--- config.mk ---
export PLATFORM = sky130hd
export DESIGN_NAME = region_metadata_parser
export DESIGN_NICKNAME = d
export VERILOG_FILES = /design/src/hw/rtl/rmp_pkg.sv /design/src/hw/rtl/region_metadata_parser.sv /design/src/hw/rtl/rmp_front.sv /design/src/hw/rtl/rmp_queue.sv /design/src/hw/rtl/rmp_back.sv
export SDC_FILE = /design/constraint.sdc
export NUM_CORES = 2
export LEC_CHECK = 0
export BUFFER_PORTS_ARGS = -buffer_cell sky130_fd_sc_hd__buf_2
export CORE_ASPECT_RATIO = 1.25
export CORE_MARGIN = 5
export CORE_UTILIZATION = 38
export CTS_BUF_LIST = sky130_fd_sc_hd__clkbuf_16
export DETAILED_ROUTE_END_ITERATION = 6
export SYNTH_ARGS = -nofsm -noshare
export SYNTH_HDL_FRONTEND = slang
export SYNTH_SLANG_ARGS = --single-unit
--- constraint.sdc ---
create_clock -name clock -period 16.4 [get_ports clock]
set_input_delay 3.28 -clock clock [delete_from_list [all_inputs] [get_ports clock]]
set_output_delay 3.28 -clock clock [all_outputs]
set_load 0.005 [all_outputs]
--- src/hw/rtl/rmp_pkg.sv ---
// Shared types and constants of the region metadata parser.
// Used by every module of the block; depends on nothing.
package rmp_pkg;

   localparam int LENGTH_BITS_DEF = 48;
   localparam int IV_BYTES_DEF    = 16;
   localparam int QUEUE_DEPTH_DEF = 4;

   localparam int OUT_W       = 48;
   localparam int CNT_W       = 56;
   localparam int FIELD_W     = 64;
   localparam int WIN_W       = 16;
   localparam int SEQ_BYTES   = 8;
   localparam int HDR_END     = 12;
   localparam int COUNT_BYTES = 8;
   localparam int RSP_DATA_W  = 112;
   localparam int CSR_INDEX_W = 2;

   localparam logic [WIN_W-1:0] WINDOW_RESET = WIN_W'(50);

   localparam logic [CSR_INDEX_W-1:0] CSR_SEQ_LENGTH  = CSR_INDEX_W'(0);
   localparam logic [CSR_INDEX_W-1:0] CSR_WINDOW_SIZE = CSR_INDEX_W'(1);

   typedef enum logic [2:0] {
      OP_NONE,
      OP_SEQ_LEN,
      OP_WINDOW,
      OP_IV,
      OP_COUNT,
      OP_START,
      OP_LENGTH
   } op_type;

   typedef enum logic [1:0] {
      KIND_IV       = 2'd0,
      KIND_INTERVAL = 2'd1,
      KIND_STATUS   = 2'd2
   } kind_type;

   typedef enum logic [2:0] {
      ST_OK           = 3'd0,
      ST_TRUNC_HDR    = 3'd1,
      ST_HDR_MISMATCH = 3'd2,
      ST_SHORT_PREFIX = 3'd3,
      ST_BAD_COUNT    = 3'd4,
      ST_BAD_INTERVAL = 3'd5
   } status_type;

   typedef struct packed {
      logic [OUT_W-1:0] seq_length;
      logic [WIN_W-1:0] window_size;
   } cfg_type;

   // classified item handed from front to back
   typedef struct packed {
      op_type             op;
      logic [FIELD_W-1:0] value;
      logic               last;
      logic               short_hdr;
      logic               short_prefix;
      logic               count_bad;
   } cmd_type;

   typedef struct packed {
      kind_type         kind;
      logic [7:0]       iv_value;
      logic [OUT_W-1:0] interval_start;
      logic [OUT_W-1:0] interval_length;
      status_type       status;
      logic             final_flag;
   } rsp_type;

endpackage

--- src/hw/rtl/region_metadata_parser.sv ---
// Region metadata parser: one record byte is taken per cycle. Bytes pass a
// front end that tracks position and assembles 64-bit fields, then a queue of
// QUEUE_DEPTH commands, then a back end that checks and emits results. Only
// IV bytes, field-completing bytes and final bytes enter the queue. Each
// command is registered in the queue and each result in the output register;
// a final byte that also completes an IV byte or interval holds the back end
// for an extra result (its own result, then the status). The queue absorbs
// that hold, so while the result side is ready the input takes one byte per
// cycle with no gap; the input stalls only when result back-pressure fills
// the queue. Uses rmp_pkg, rmp_front, rmp_queue, rmp_back.
module region_metadata_parser #(
   parameter int LENGTH_BITS = rmp_pkg::LENGTH_BITS_DEF,
   parameter int IV_BYTES    = rmp_pkg::IV_BYTES_DEF,
   parameter int QUEUE_DEPTH = rmp_pkg::QUEUE_DEPTH_DEF
) (
   input  logic                               clock,
   input  logic                               reset,
   input  logic                               req_tvalid,
   output logic                               req_tready,
   input  logic [7:0]                         req_tdata,   // data_byte
   input  logic                               req_tlast,
   output logic                               rsp_tvalid,
   input  logic                               rsp_tready,
   // iv_value, interval_start, interval_length, status, zero fill
   output logic [rmp_pkg::RSP_DATA_W-1:0]     rsp_tdata,
   output logic [1:0]                         rsp_tuser,   // kind
   output logic                               rsp_tlast,   // final_flag
   input  logic                               csr_we,
   input  logic [rmp_pkg::CSR_INDEX_W-1:0]    csr_index,
   input  logic [rmp_pkg::OUT_W-1:0]          csr_wdata
);

   localparam int USED_W = 8 + 2 * rmp_pkg::OUT_W + 3;

   rmp_pkg::cfg_type cfg_ff, cfg_in;
   rmp_pkg::cmd_type front_cmd, queue_cmd;
   rmp_pkg::rsp_type rsp;
   logic             front_push, queue_full, queue_valid, queue_pop;

   always_comb begin
      cfg_in = cfg_ff;
      if (csr_we) begin
         unique case (csr_index)
            rmp_pkg::CSR_SEQ_LENGTH:  cfg_in.seq_length = csr_wdata;
            rmp_pkg::CSR_WINDOW_SIZE: cfg_in.window_size = csr_wdata[rmp_pkg::WIN_W-1:0];
            default:                  cfg_in = cfg_ff;
         endcase
      end
   end

   always_ff @(posedge clock) begin
      if (reset) begin
         cfg_ff.seq_length  <= '0;
         cfg_ff.window_size <= rmp_pkg::WINDOW_RESET;
      end else begin
         cfg_ff <= cfg_in;
      end
   end

   rmp_front #(
      .LENGTH_BITS (LENGTH_BITS),
      .IV_BYTES    (IV_BYTES)
   ) u_front (
      .clock      (clock),
      .reset      (reset),
      .in_valid   (req_tvalid),
      .in_ready   (req_tready),
      .in_data    (req_tdata),
      .in_last    (req_tlast),
      .queue_full (queue_full),
      .push       (front_push),
      .cmd        (front_cmd)
   );

   rmp_queue #(
      .DEPTH (QUEUE_DEPTH)
   ) u_queue (
      .clock    (clock),
      .reset    (reset),
      .push     (front_push),
      .wr_data  (front_cmd),
      .full     (queue_full),
      .pop      (queue_pop),
      .rd_valid (queue_valid),
      .rd_data  (queue_cmd)
   );

   rmp_back #(
      .LENGTH_BITS (LENGTH_BITS)
   ) u_back (
      .clock     (clock),
      .reset     (reset),
      .cfg       (cfg_ff),
      .q_valid   (queue_valid),
      .q_cmd     (queue_cmd),
      .q_pop     (queue_pop),
      .out_valid (rsp_tvalid),
      .out_ready (rsp_tready),
      .out_rsp   (rsp)
   );

   assign rsp_tdata = {{(rmp_pkg::RSP_DATA_W - USED_W){1'b0}}, rsp.status,
                       rsp.interval_length, rsp.interval_start, rsp.iv_value};
   assign rsp_tuser = rsp.kind;
   assign rsp_tlast = rsp.final_flag;

endmodule

--- src/hw/rtl/rmp_front.sv ---
// Front end: takes record bytes, tracks position, assembles big-endian fields
// and classifies each byte into a command for the back end. Uses rmp_pkg.
module rmp_front #(
   parameter int LENGTH_BITS = rmp_pkg::LENGTH_BITS_DEF,
   parameter int IV_BYTES    = rmp_pkg::IV_BYTES_DEF
) (
   input  logic             clock,
   input  logic             reset,
   input  logic             in_valid,
   output logic             in_ready,
   input  logic [7:0]       in_data,
   input  logic             in_last,
   input  logic             queue_full,
   output logic             push,
   output rmp_pkg::cmd_type cmd
);

   localparam int IV_END     = rmp_pkg::HDR_END + IV_BYTES;
   localparam int PREFIX_END = IV_END + rmp_pkg::COUNT_BYTES;
   localparam int CNT_W      = rmp_pkg::CNT_W;
   localparam int FIELD_W    = rmp_pkg::FIELD_W;

   logic [CNT_W-1:0]       cnt_ff, cnt_in;
   logic [CNT_W-1:0]       body_ff, body_in, body_next;
   logic [FIELD_W-1:0]     field_ff, field_in, field_shl;
   logic [LENGTH_BITS-1:0] decl_ff, decl_in, decl_next;
   logic                   take, cnt_sat, in_pairs;
   rmp_pkg::op_type        op;

   assign in_ready  = !queue_full;
   assign take      = in_valid && in_ready;
   assign field_shl = {field_ff[FIELD_W-9:0], in_data};
   assign cnt_sat   = (cnt_ff == '1);
   assign in_pairs  = (cnt_ff >= CNT_W'(PREFIX_END));

   always_comb begin
      priority if (cnt_ff < CNT_W'(rmp_pkg::SEQ_BYTES)) begin
         op = (cnt_ff == CNT_W'(rmp_pkg::SEQ_BYTES - 1)) ? rmp_pkg::OP_SEQ_LEN : rmp_pkg::OP_NONE;
      end else if (cnt_ff < CNT_W'(rmp_pkg::HDR_END)) begin
         op = (cnt_ff == CNT_W'(rmp_pkg::HDR_END - 1)) ? rmp_pkg::OP_WINDOW : rmp_pkg::OP_NONE;
      end else if (cnt_ff < CNT_W'(IV_END)) begin
         op = rmp_pkg::OP_IV;
      end else if (!in_pairs) begin
         op = (cnt_ff == CNT_W'(PREFIX_END - 1)) ? rmp_pkg::OP_COUNT : rmp_pkg::OP_NONE;
      end else if (body_ff[3:0] == 4'd7) begin
         op = rmp_pkg::OP_START;
      end else if (body_ff[3:0] == 4'd15) begin
         op = rmp_pkg::OP_LENGTH;
      end else begin
         op = rmp_pkg::OP_NONE;
      end
   end

   always_comb begin
      body_next = (in_pairs && !cnt_sat) ? body_ff + CNT_W'(1) : body_ff;
      decl_next = (op == rmp_pkg::OP_COUNT) ? field_shl[LENGTH_BITS-1:0] : decl_ff;

      cmd.op           = op;
      cmd.value        = (op == rmp_pkg::OP_IV) ? FIELD_W'(in_data) : field_shl;
      cmd.last         = in_last;
      cmd.short_hdr    = (cnt_ff < CNT_W'(rmp_pkg::HDR_END - 1));
      cmd.short_prefix = (cnt_ff < CNT_W'(PREFIX_END - 1));
      cmd.count_bad    = (body_next[3:0] != 4'd0) ||
                         (FIELD_W'(body_next[CNT_W-1:4]) != FIELD_W'(decl_next));

      push = take && ((op != rmp_pkg::OP_NONE) || in_last);

      cnt_in   = cnt_ff;
      body_in  = body_ff;
      field_in = field_ff;
      decl_in  = decl_ff;
      if (take) begin
         if (in_last) begin
            cnt_in   = '0;
            body_in  = '0;
            field_in = '0;
            decl_in  = '0;
         end else begin
            cnt_in  = cnt_sat ? cnt_ff : cnt_ff + CNT_W'(1);
            body_in = body_next;
            decl_in = decl_next;
            unique case (op)
               rmp_pkg::OP_NONE: field_in = field_shl;
               rmp_pkg::OP_IV:   field_in = field_ff;
               default:          field_in = '0;
            endcase
         end
      end
   end

   always_ff @(posedge clock) begin
      if (reset) begin
         cnt_ff   <= '0;
         body_ff  <= '0;
         field_ff <= '0;
         decl_ff  <= '0;
      end else begin
         cnt_ff   <= cnt_in;
         body_ff  <= body_in;
         field_ff <= field_in;
         decl_ff  <= decl_in;
      end
   end

endmodule

--- src/hw/rtl/rmp_queue.sv ---
// Short command queue between front and back end.
// Uses rmp_pkg for the command type.
module rmp_queue #(
   parameter int DEPTH = rmp_pkg::QUEUE_DEPTH_DEF
) (
   input  logic             clock,
   input  logic             reset,
   input  logic             push,
   input  rmp_pkg::cmd_type wr_data,
   output logic             full,
   input  logic             pop,
   output logic             rd_valid,
   output rmp_pkg::cmd_type rd_data
);

   localparam int PTR_W = (DEPTH > 1) ? $clog2(DEPTH) : 1;
   localparam int CNT_W = $clog2(DEPTH + 1);

   rmp_pkg::cmd_type  mem_ff [DEPTH];
   logic [PTR_W-1:0]  wr_ptr_ff, wr_ptr_in;
   logic [PTR_W-1:0]  rd_ptr_ff, rd_ptr_in;
   logic [CNT_W-1:0]  count_ff, count_in;
   logic              do_push, do_pop;

   assign full     = (count_ff == CNT_W'(DEPTH));
   assign rd_valid = (count_ff != '0);
   assign rd_data  = mem_ff[rd_ptr_ff];
   assign do_push  = push && !full;
   assign do_pop   = pop && rd_valid;

   always_comb begin
      wr_ptr_in = wr_ptr_ff;
      rd_ptr_in = rd_ptr_ff;
      count_in  = count_ff;
      if (do_push) begin
         wr_ptr_in = (wr_ptr_ff == PTR_W'(DEPTH - 1)) ? '0 : wr_ptr_ff + PTR_W'(1);
      end
      if (do_pop) begin
         rd_ptr_in = (rd_ptr_ff == PTR_W'(DEPTH - 1)) ? '0 : rd_ptr_ff + PTR_W'(1);
      end
      if (do_push && !do_pop) begin
         count_in = count_ff + CNT_W'(1);
      end else if (do_pop && !do_push) begin
         count_in = count_ff - CNT_W'(1);
      end
   end

   always_ff @(posedge clock) begin
      if (do_push) begin
         mem_ff[wr_ptr_ff] <= wr_data;
      end
   end

   always_ff @(posedge clock) begin
      if (reset) begin
         wr_ptr_ff <= '0;
         rd_ptr_ff <= '0;
         count_ff  <= '0;
      end else begin
         wr_ptr_ff <= wr_ptr_in;
         rd_ptr_ff <= rd_ptr_in;
         count_ff  <= count_in;
      end
   end

endmodule

--- src/hw/rtl/rmp_back.sv ---
// Back end: runs the header, count and interval checks on classified commands,
// keeps the lowest fault and drives the result register. Uses rmp_pkg.
module rmp_back #(
   parameter int LENGTH_BITS = rmp_pkg::LENGTH_BITS_DEF
) (
   input  logic             clock,
   input  logic             reset,
   input  rmp_pkg::cfg_type cfg,
   input  logic             q_valid,
   input  rmp_pkg::cmd_type q_cmd,
   output logic             q_pop,
   output logic             out_valid,
   input  logic             out_ready,
   output rmp_pkg::rsp_type out_rsp
);

   localparam int FIELD_W = rmp_pkg::FIELD_W;
   localparam int OUT_W   = rmp_pkg::OUT_W;

   rmp_pkg::status_type    fault_ff, fault_in, fault_next, code, status;
   logic [LENGTH_BITS-1:0] prev_end_ff, prev_end_in;
   logic [LENGTH_BITS-1:0] start_ff, start_in;
   logic                   out_valid_ff, out_valid_in;
   logic                   pend_valid_ff, pend_valid_in;
   rmp_pkg::rsp_type       out_ff, out_in, pend_ff, pend_in, first_rsp, status_rsp;
   logic [FIELD_W-1:0]     v, exp64, st64, sum64;
   logic                   hit, first_valid, out_free;

   assign v         = q_cmd.value;
   assign exp64     = FIELD_W'(cfg.seq_length);
   assign st64      = FIELD_W'(start_ff);
   assign sum64     = st64 + v;
   assign out_free  = !out_valid_ff || out_ready;
   assign out_valid = out_valid_ff;
   assign out_rsp   = out_ff;

   always_comb begin
      hit  = 1'b0;
      code = rmp_pkg::ST_OK;
      unique case (q_cmd.op)
         rmp_pkg::OP_SEQ_LEN: begin
            hit  = (v != exp64);
            code = rmp_pkg::ST_HDR_MISMATCH;
         end
         rmp_pkg::OP_WINDOW: begin
            hit  = (v != FIELD_W'(cfg.window_size));
            code = rmp_pkg::ST_HDR_MISMATCH;
         end
         rmp_pkg::OP_COUNT: begin
            hit  = (v > exp64);
            code = rmp_pkg::ST_BAD_COUNT;
         end
         rmp_pkg::OP_START: begin
            hit  = (v > exp64) || (v < FIELD_W'(prev_end_ff));
            code = rmp_pkg::ST_BAD_INTERVAL;
         end
         rmp_pkg::OP_LENGTH: begin
            hit  = (v == '0) || (st64 > exp64) || (v > exp64 - st64);
            code = rmp_pkg::ST_BAD_INTERVAL;
         end
         default: begin
            hit  = 1'b0;
            code = rmp_pkg::ST_OK;
         end
      endcase

      fault_next = (hit && ((fault_ff == rmp_pkg::ST_OK) || (code < fault_ff))) ? code : fault_ff;

      // faults present here are ok, header mismatch, bad count or bad interval
      priority if (q_cmd.short_hdr) begin
         status = rmp_pkg::ST_TRUNC_HDR;
      end else if (fault_next == rmp_pkg::ST_HDR_MISMATCH) begin
         status = rmp_pkg::ST_HDR_MISMATCH;
      end else if (q_cmd.short_prefix) begin
         status = rmp_pkg::ST_SHORT_PREFIX;
      end else if (q_cmd.count_bad) begin
         status = rmp_pkg::ST_BAD_COUNT;
      end else begin
         status = fault_next;
      end
   end

   always_comb begin
      first_valid = (q_cmd.op == rmp_pkg::OP_IV) || (q_cmd.op == rmp_pkg::OP_LENGTH);

      first_rsp                 = '0;
      first_rsp.kind            = (q_cmd.op == rmp_pkg::OP_IV) ? rmp_pkg::KIND_IV
                                                               : rmp_pkg::KIND_INTERVAL;
      first_rsp.status          = rmp_pkg::ST_OK;
      if (q_cmd.op == rmp_pkg::OP_IV) begin
         first_rsp.iv_value = v[7:0];
      end else begin
         first_rsp.interval_start  = OUT_W'(st64);
         first_rsp.interval_length = v[OUT_W-1:0];
      end

      status_rsp            = '0;
      status_rsp.kind       = rmp_pkg::KIND_STATUS;
      status_rsp.status     = status;
      status_rsp.final_flag = 1'b1;

      q_pop = q_valid && !pend_valid_ff &&
              (out_free || (!first_valid && !q_cmd.last));
   end

   always_comb begin
      out_valid_in  = out_valid_ff && !out_ready;
      out_in        = out_ff;
      pend_valid_in = pend_valid_ff;
      pend_in       = pend_ff;
      if (pend_valid_ff && out_free) begin
         out_valid_in  = 1'b1;
         out_in        = pend_ff;
         pend_valid_in = 1'b0;
      end else if (q_pop && (first_valid || q_cmd.last)) begin
         out_valid_in  = 1'b1;
         out_in        = first_valid ? first_rsp : status_rsp;
         pend_valid_in = first_valid && q_cmd.last;
         pend_in       = status_rsp;
      end

      fault_in    = fault_ff;
      prev_end_in = prev_end_ff;
      start_in    = start_ff;
      if (q_pop) begin
         fault_in = fault_next;
         if (q_cmd.op == rmp_pkg::OP_START) begin
            start_in = v[LENGTH_BITS-1:0];
         end
         if (q_cmd.op == rmp_pkg::OP_LENGTH) begin
            prev_end_in = sum64[LENGTH_BITS-1:0];
         end
         if (q_cmd.last) begin
            fault_in    = rmp_pkg::ST_OK;
            prev_end_in = '0;
            start_in    = '0;
         end
      end
   end

   always_ff @(posedge clock) begin
      out_ff  <= out_in;
      pend_ff <= pend_in;
   end

   always_ff @(posedge clock) begin
      if (reset) begin
         out_valid_ff  <= 1'b0;
         pend_valid_ff <= 1'b0;
         fault_ff      <= rmp_pkg::ST_OK;
         prev_end_ff   <= '0;
         start_ff      <= '0;
      end else begin
         out_valid_ff  <= out_valid_in;
         pend_valid_ff <= pend_valid_in;
         fault_ff      <= fault_in;
         prev_end_ff   <= prev_end_in;
         start_ff      <= start_in;
      end
   end

endmodule

==> metrics.txt <==
number of optimization iterations in the first detailed-route pass 7; Most Frequent Cell on Critical Path a31oi_1; Final Routed Wirelength 117,000 um; ratio of total power to cell area 144 nW/um^2; top cells by area, synth edfxtp_1 (29%), dfxtp_1 (19%), ha_1 (8.0%), a21oi_1 (4.2%), mux4_2 (3.9%); post-synthesis sequential area ratio 47.8%; RePlAce Congestion 0.909; H-tree levels 3; Sw Share 36.3%; CTS buffer count 84; WL/cell 20.5 um; count of pins on the block boundary 181; Pins Over Slew Limit 0; HP Start u_front.field_ff[48]; share of the cycle needed by the critical path after routing 44.1%; half-perimeter wire length after detailed placement 83,000 um; number of max-cap violations 0; Slew @ Worst Pin 1.20 ns; mean number of vias per cell 5.49; clk sinks 786; die area 115,000 sq um; total congestion overflow 0; relative contribution of sequential cells to total power 36.4%; number of flops mapped to enable cells by yosys 396; upper clock frequency limit 138 MHz; worst reg2reg setup slack 9.16 ns; Synth area leader edfxtp_1; antenna violation net count after detailed routing 0; Clk network pwr share 28.7%; standard cell core area 108,000 sq um; fraction of the core area covered by cells at the end of the flow 42.8%; unrepaired setup endpoints after global routing no; launch point of the critical path cfg_ff[16]; Yosys top cell area share 28.8%; Fin Setup TNS 0 ns; final critical-path setup slack 9.16 ns; post-synthesis register bit count 786; CTS Hold Bufs 0; dpl ws 9.35 ns; buffers inserted during post-CTS setup optimization 0; final setup skew 0.0312 ns; arrival time at the worst endpoint 7.68 ns; number of buffers added on ports 175; number of global-route vias before repair 31,000; post-synth design cell area 41,200 sq um; slowest library cell on the worst path nor3_1; Hold Vio Cnt, Final 0; TritonCTS clock tree built; cell total after placement 5,554; primary flip-flop cell chosen by synthesis mapping edfxtp_1; antenna violations before repair 3; delay contributed by the slowest stage of the critical path 0.54 ns; Top Family by Delay on Critical Path compound AO/OA/AOI/OAI gates; horizontal die dimension 305 um; status finished clean; Initial Util 38.2%; count of endpoints failing setup in the final report 0; number of resized instances in the post-cts repair step 0; clk slew on worst S/H paths 0.06 ns; launching element type of the critical path flop; count of routing violations after the opening detailed-route iteration 2,179; vias after detailed routing 31,400; data required time at the worst endpoint 16.84 ns; Pint 4.25 mW; final hold slack 0.446 ns; leakage power summed over all cells 16.9 nW; Critical Path Fanout Max 16; number of distinct standard cells referenced by the synthesized netlist 86; instance count of the mapped netlist 4,099; wire length of the first global-routing pass 181,000 um; area added between synthesis and finish 12.2%; row cnt 135; startpoint of the lowest-slack register-to-register path cfg_ff[16]; maximum number of pins on one net before global-route repair 152; FFs w/ async S/R, synth 0%; Final Non-Filler Cells 5,714; total buffers and inverters traversed by the critical path 3; remaining max-slew budget at the tightest pin 18.9%; total DRC errors in the routed layout 0; ratio of cells with drive above 1 in the final layout 10.9%; library cell used as clock root buffer clkbuf_16; Global Route Usage Sum 19.7%; min-delay worst type flop to flop; post-route minimum period 7.24 ns; worst setup path category flop to flop; Setup crit end kind flop; final layout net count 4,534; clock insertion delay at the later pin of the skew report 0.69 ns; NetSw 2.42 mW; clock tree buffer depth 3; y dimension of the die 378 um; combinational group share of total power 34.9%; post-synthesis area per instance 10.1 sq um; number of warnings reported in the yosys synthesis log 0; Peak VDD IR 109 uV
layer usage:
layer  global-route usage (%)  vias up  share of wire [%]  routed length (um)
li1                         -    15200                  -                   -
met1                     23.8    15300                 41               48100
met2                     35.6      713                 51               59600
met3                     2.48      203                4.4                5160
met4                     8.03        0                3.9                4580
met5                        0        -                  0                   0
Yosys cell counts, types with 20 or more instances:
master	count
o21ai_0	152
nand2_1	373
and2_1	115
nor3_1	100
nor4_1	58
buf_1	21
or3_1	44
a22oi_1	128
xnor2_1	130
ha_1	265
a21oi_1	345
mux4_2	71
nand4_1	83
a31oi_1	27
buf_2	20
mux2i_1	42
a21o_1	62
nand2b_1	27
nor2_1	340
inv_1	193
dfxtp_1	390
nand3_1	136
and3_1	37
xor2_1	107
nor2b_1	23
o21a_1	28
clkbuf_1	150
edfxtp_1	396
power groups by stage:
stage          clock network [mW]  logic, mW  registers (mW)
6_report                     1.91       2.33            2.43
3_5_place_dp                    0       2.32            2.48
5_1_grt                      2.04       2.57            2.46
2_1_floorplan                   0       1.52            2.47
4_1_cts                      1.96       2.33            2.44
3_3_place_gp                    0       2.31            2.48
flip-flops by register name, indices dropped and copies added, names as in the netlist, named ones only:
signal	flops
u_front.field_ff	56
u_front.cnt_ff	56
u_back.start_ff	48
u_back.pend_valid_ff	1
u_queue.mem_ff	284
u_back.prev_end_ff	48
u_queue.count_ff	3
u_front.body_ff	56
u_queue.wr_ptr_ff	2
u_back.fault_ff	3
u_front.decl_ff	48
u_queue.rd_ptr_ff	2
u_back.out_valid	1
u_back.pend_ff	3
u_back.out_rsp	109
cfg_ff	64
cell usage in the layout, fill, tap and decap left out, types with 37 or more instances in the layout:
master	instances
dfxtp_1	388
or3_1	44
edfxtp_1	396
xnor2_1	130
buf_4	38
nand4_1	83
nor3_1	99
nand3_1	136
and3_1	37
ha_1	265
inv_1	211
o21ai_0	150
nor2_1	338
buf_2	174
nor4_1	56
nand2_1	373
clkbuf_16	84
a22oi_1	128
and2_1	110
a21o_1	62
a21oi_1	345
xor2_1	107
mux2i_1	42
mux4_2	71
worst reg2reg max path: stages, from the launching register on:
cell      delay [ns]
dfxtp_1         0.35
inv_1           0.05
ha_1            0.20
inv_1           0.07
fa_1            0.23
a211oi_1        0.11
o21ai_0         0.40
a21oi_1         0.20
nor3_1          0.54
o21ai_0         0.32
a31oi_1         0.28
a31oi_1         0.17
a31oi_1         0.52
a31oi_1         0.29
o31ai_2         0.29
buf_4           0.26
ha_1            0.17
nand4_1         0.15
nor3_1          0.44
nand4_1         0.24
a211oi_1        0.31
nor4_1          0.10
o31a_1          0.33
a31o_2          0.29
and2_1          0.21
o211a_1         0.26
o21ba_2         0.21
through the flow:
| stage | area [sq um] | power, mW |
|---|---|---|
| 6_report | 46300 | 6.68 |
| 5_1_grt | 46300 | 7.07 |
| 4_1_cts | 46300 | 6.73 |
| 3_5_place_dp | 43500 | 4.80 |
| 3_3_place_gp | 43500 | 4.79 |
| 2_1_floorplan | 41300 | 3.99 |
worst paths after layout:
path,endpoint,cells after the start
worst max-delay path,u_back.out_rsp[1],26
worst min-delay path,u_front.field_ff[48],2
worst max register to register,u_back.out_rsp[1],26
worst min register to register,u_front.field_ff[48],2
logic make-up (layout without fill, tap and decap cells):
| kind of cell | after synthesis | count (layout) | synth area share (%) |
|---|---|---|---|
| other | 1 | 8 | 0.00909 |
| AND/OR/NAND/NOR | 1425 | 1425 | 17.1 |
| multiplexers | 113 | 113 | 4.90 |
| buffers and inverters | 394 | 564 | 3.75 |
| XOR/XNOR | 241 | 241 | 5.25 |
| flip-flops | 786 | 786 | 47.8 |
| adder cells (fa/ha/maj) | 268 | 268 | 8.19 |
| AO/OA/AOI/OAI | 871 | 871 | 13.0 |
final cells by class:
class	instances	area, sq um
antenna	3	7.51
fill	10400	61800
inverter	193	727
clock inverter	73	649
clock buffer	84	2100
tap	1438	1800
multi-input combinational	2923	20100
sequential	786	19700
timing repair buffer	214	1190
Power figures use the tool's default switching activity.
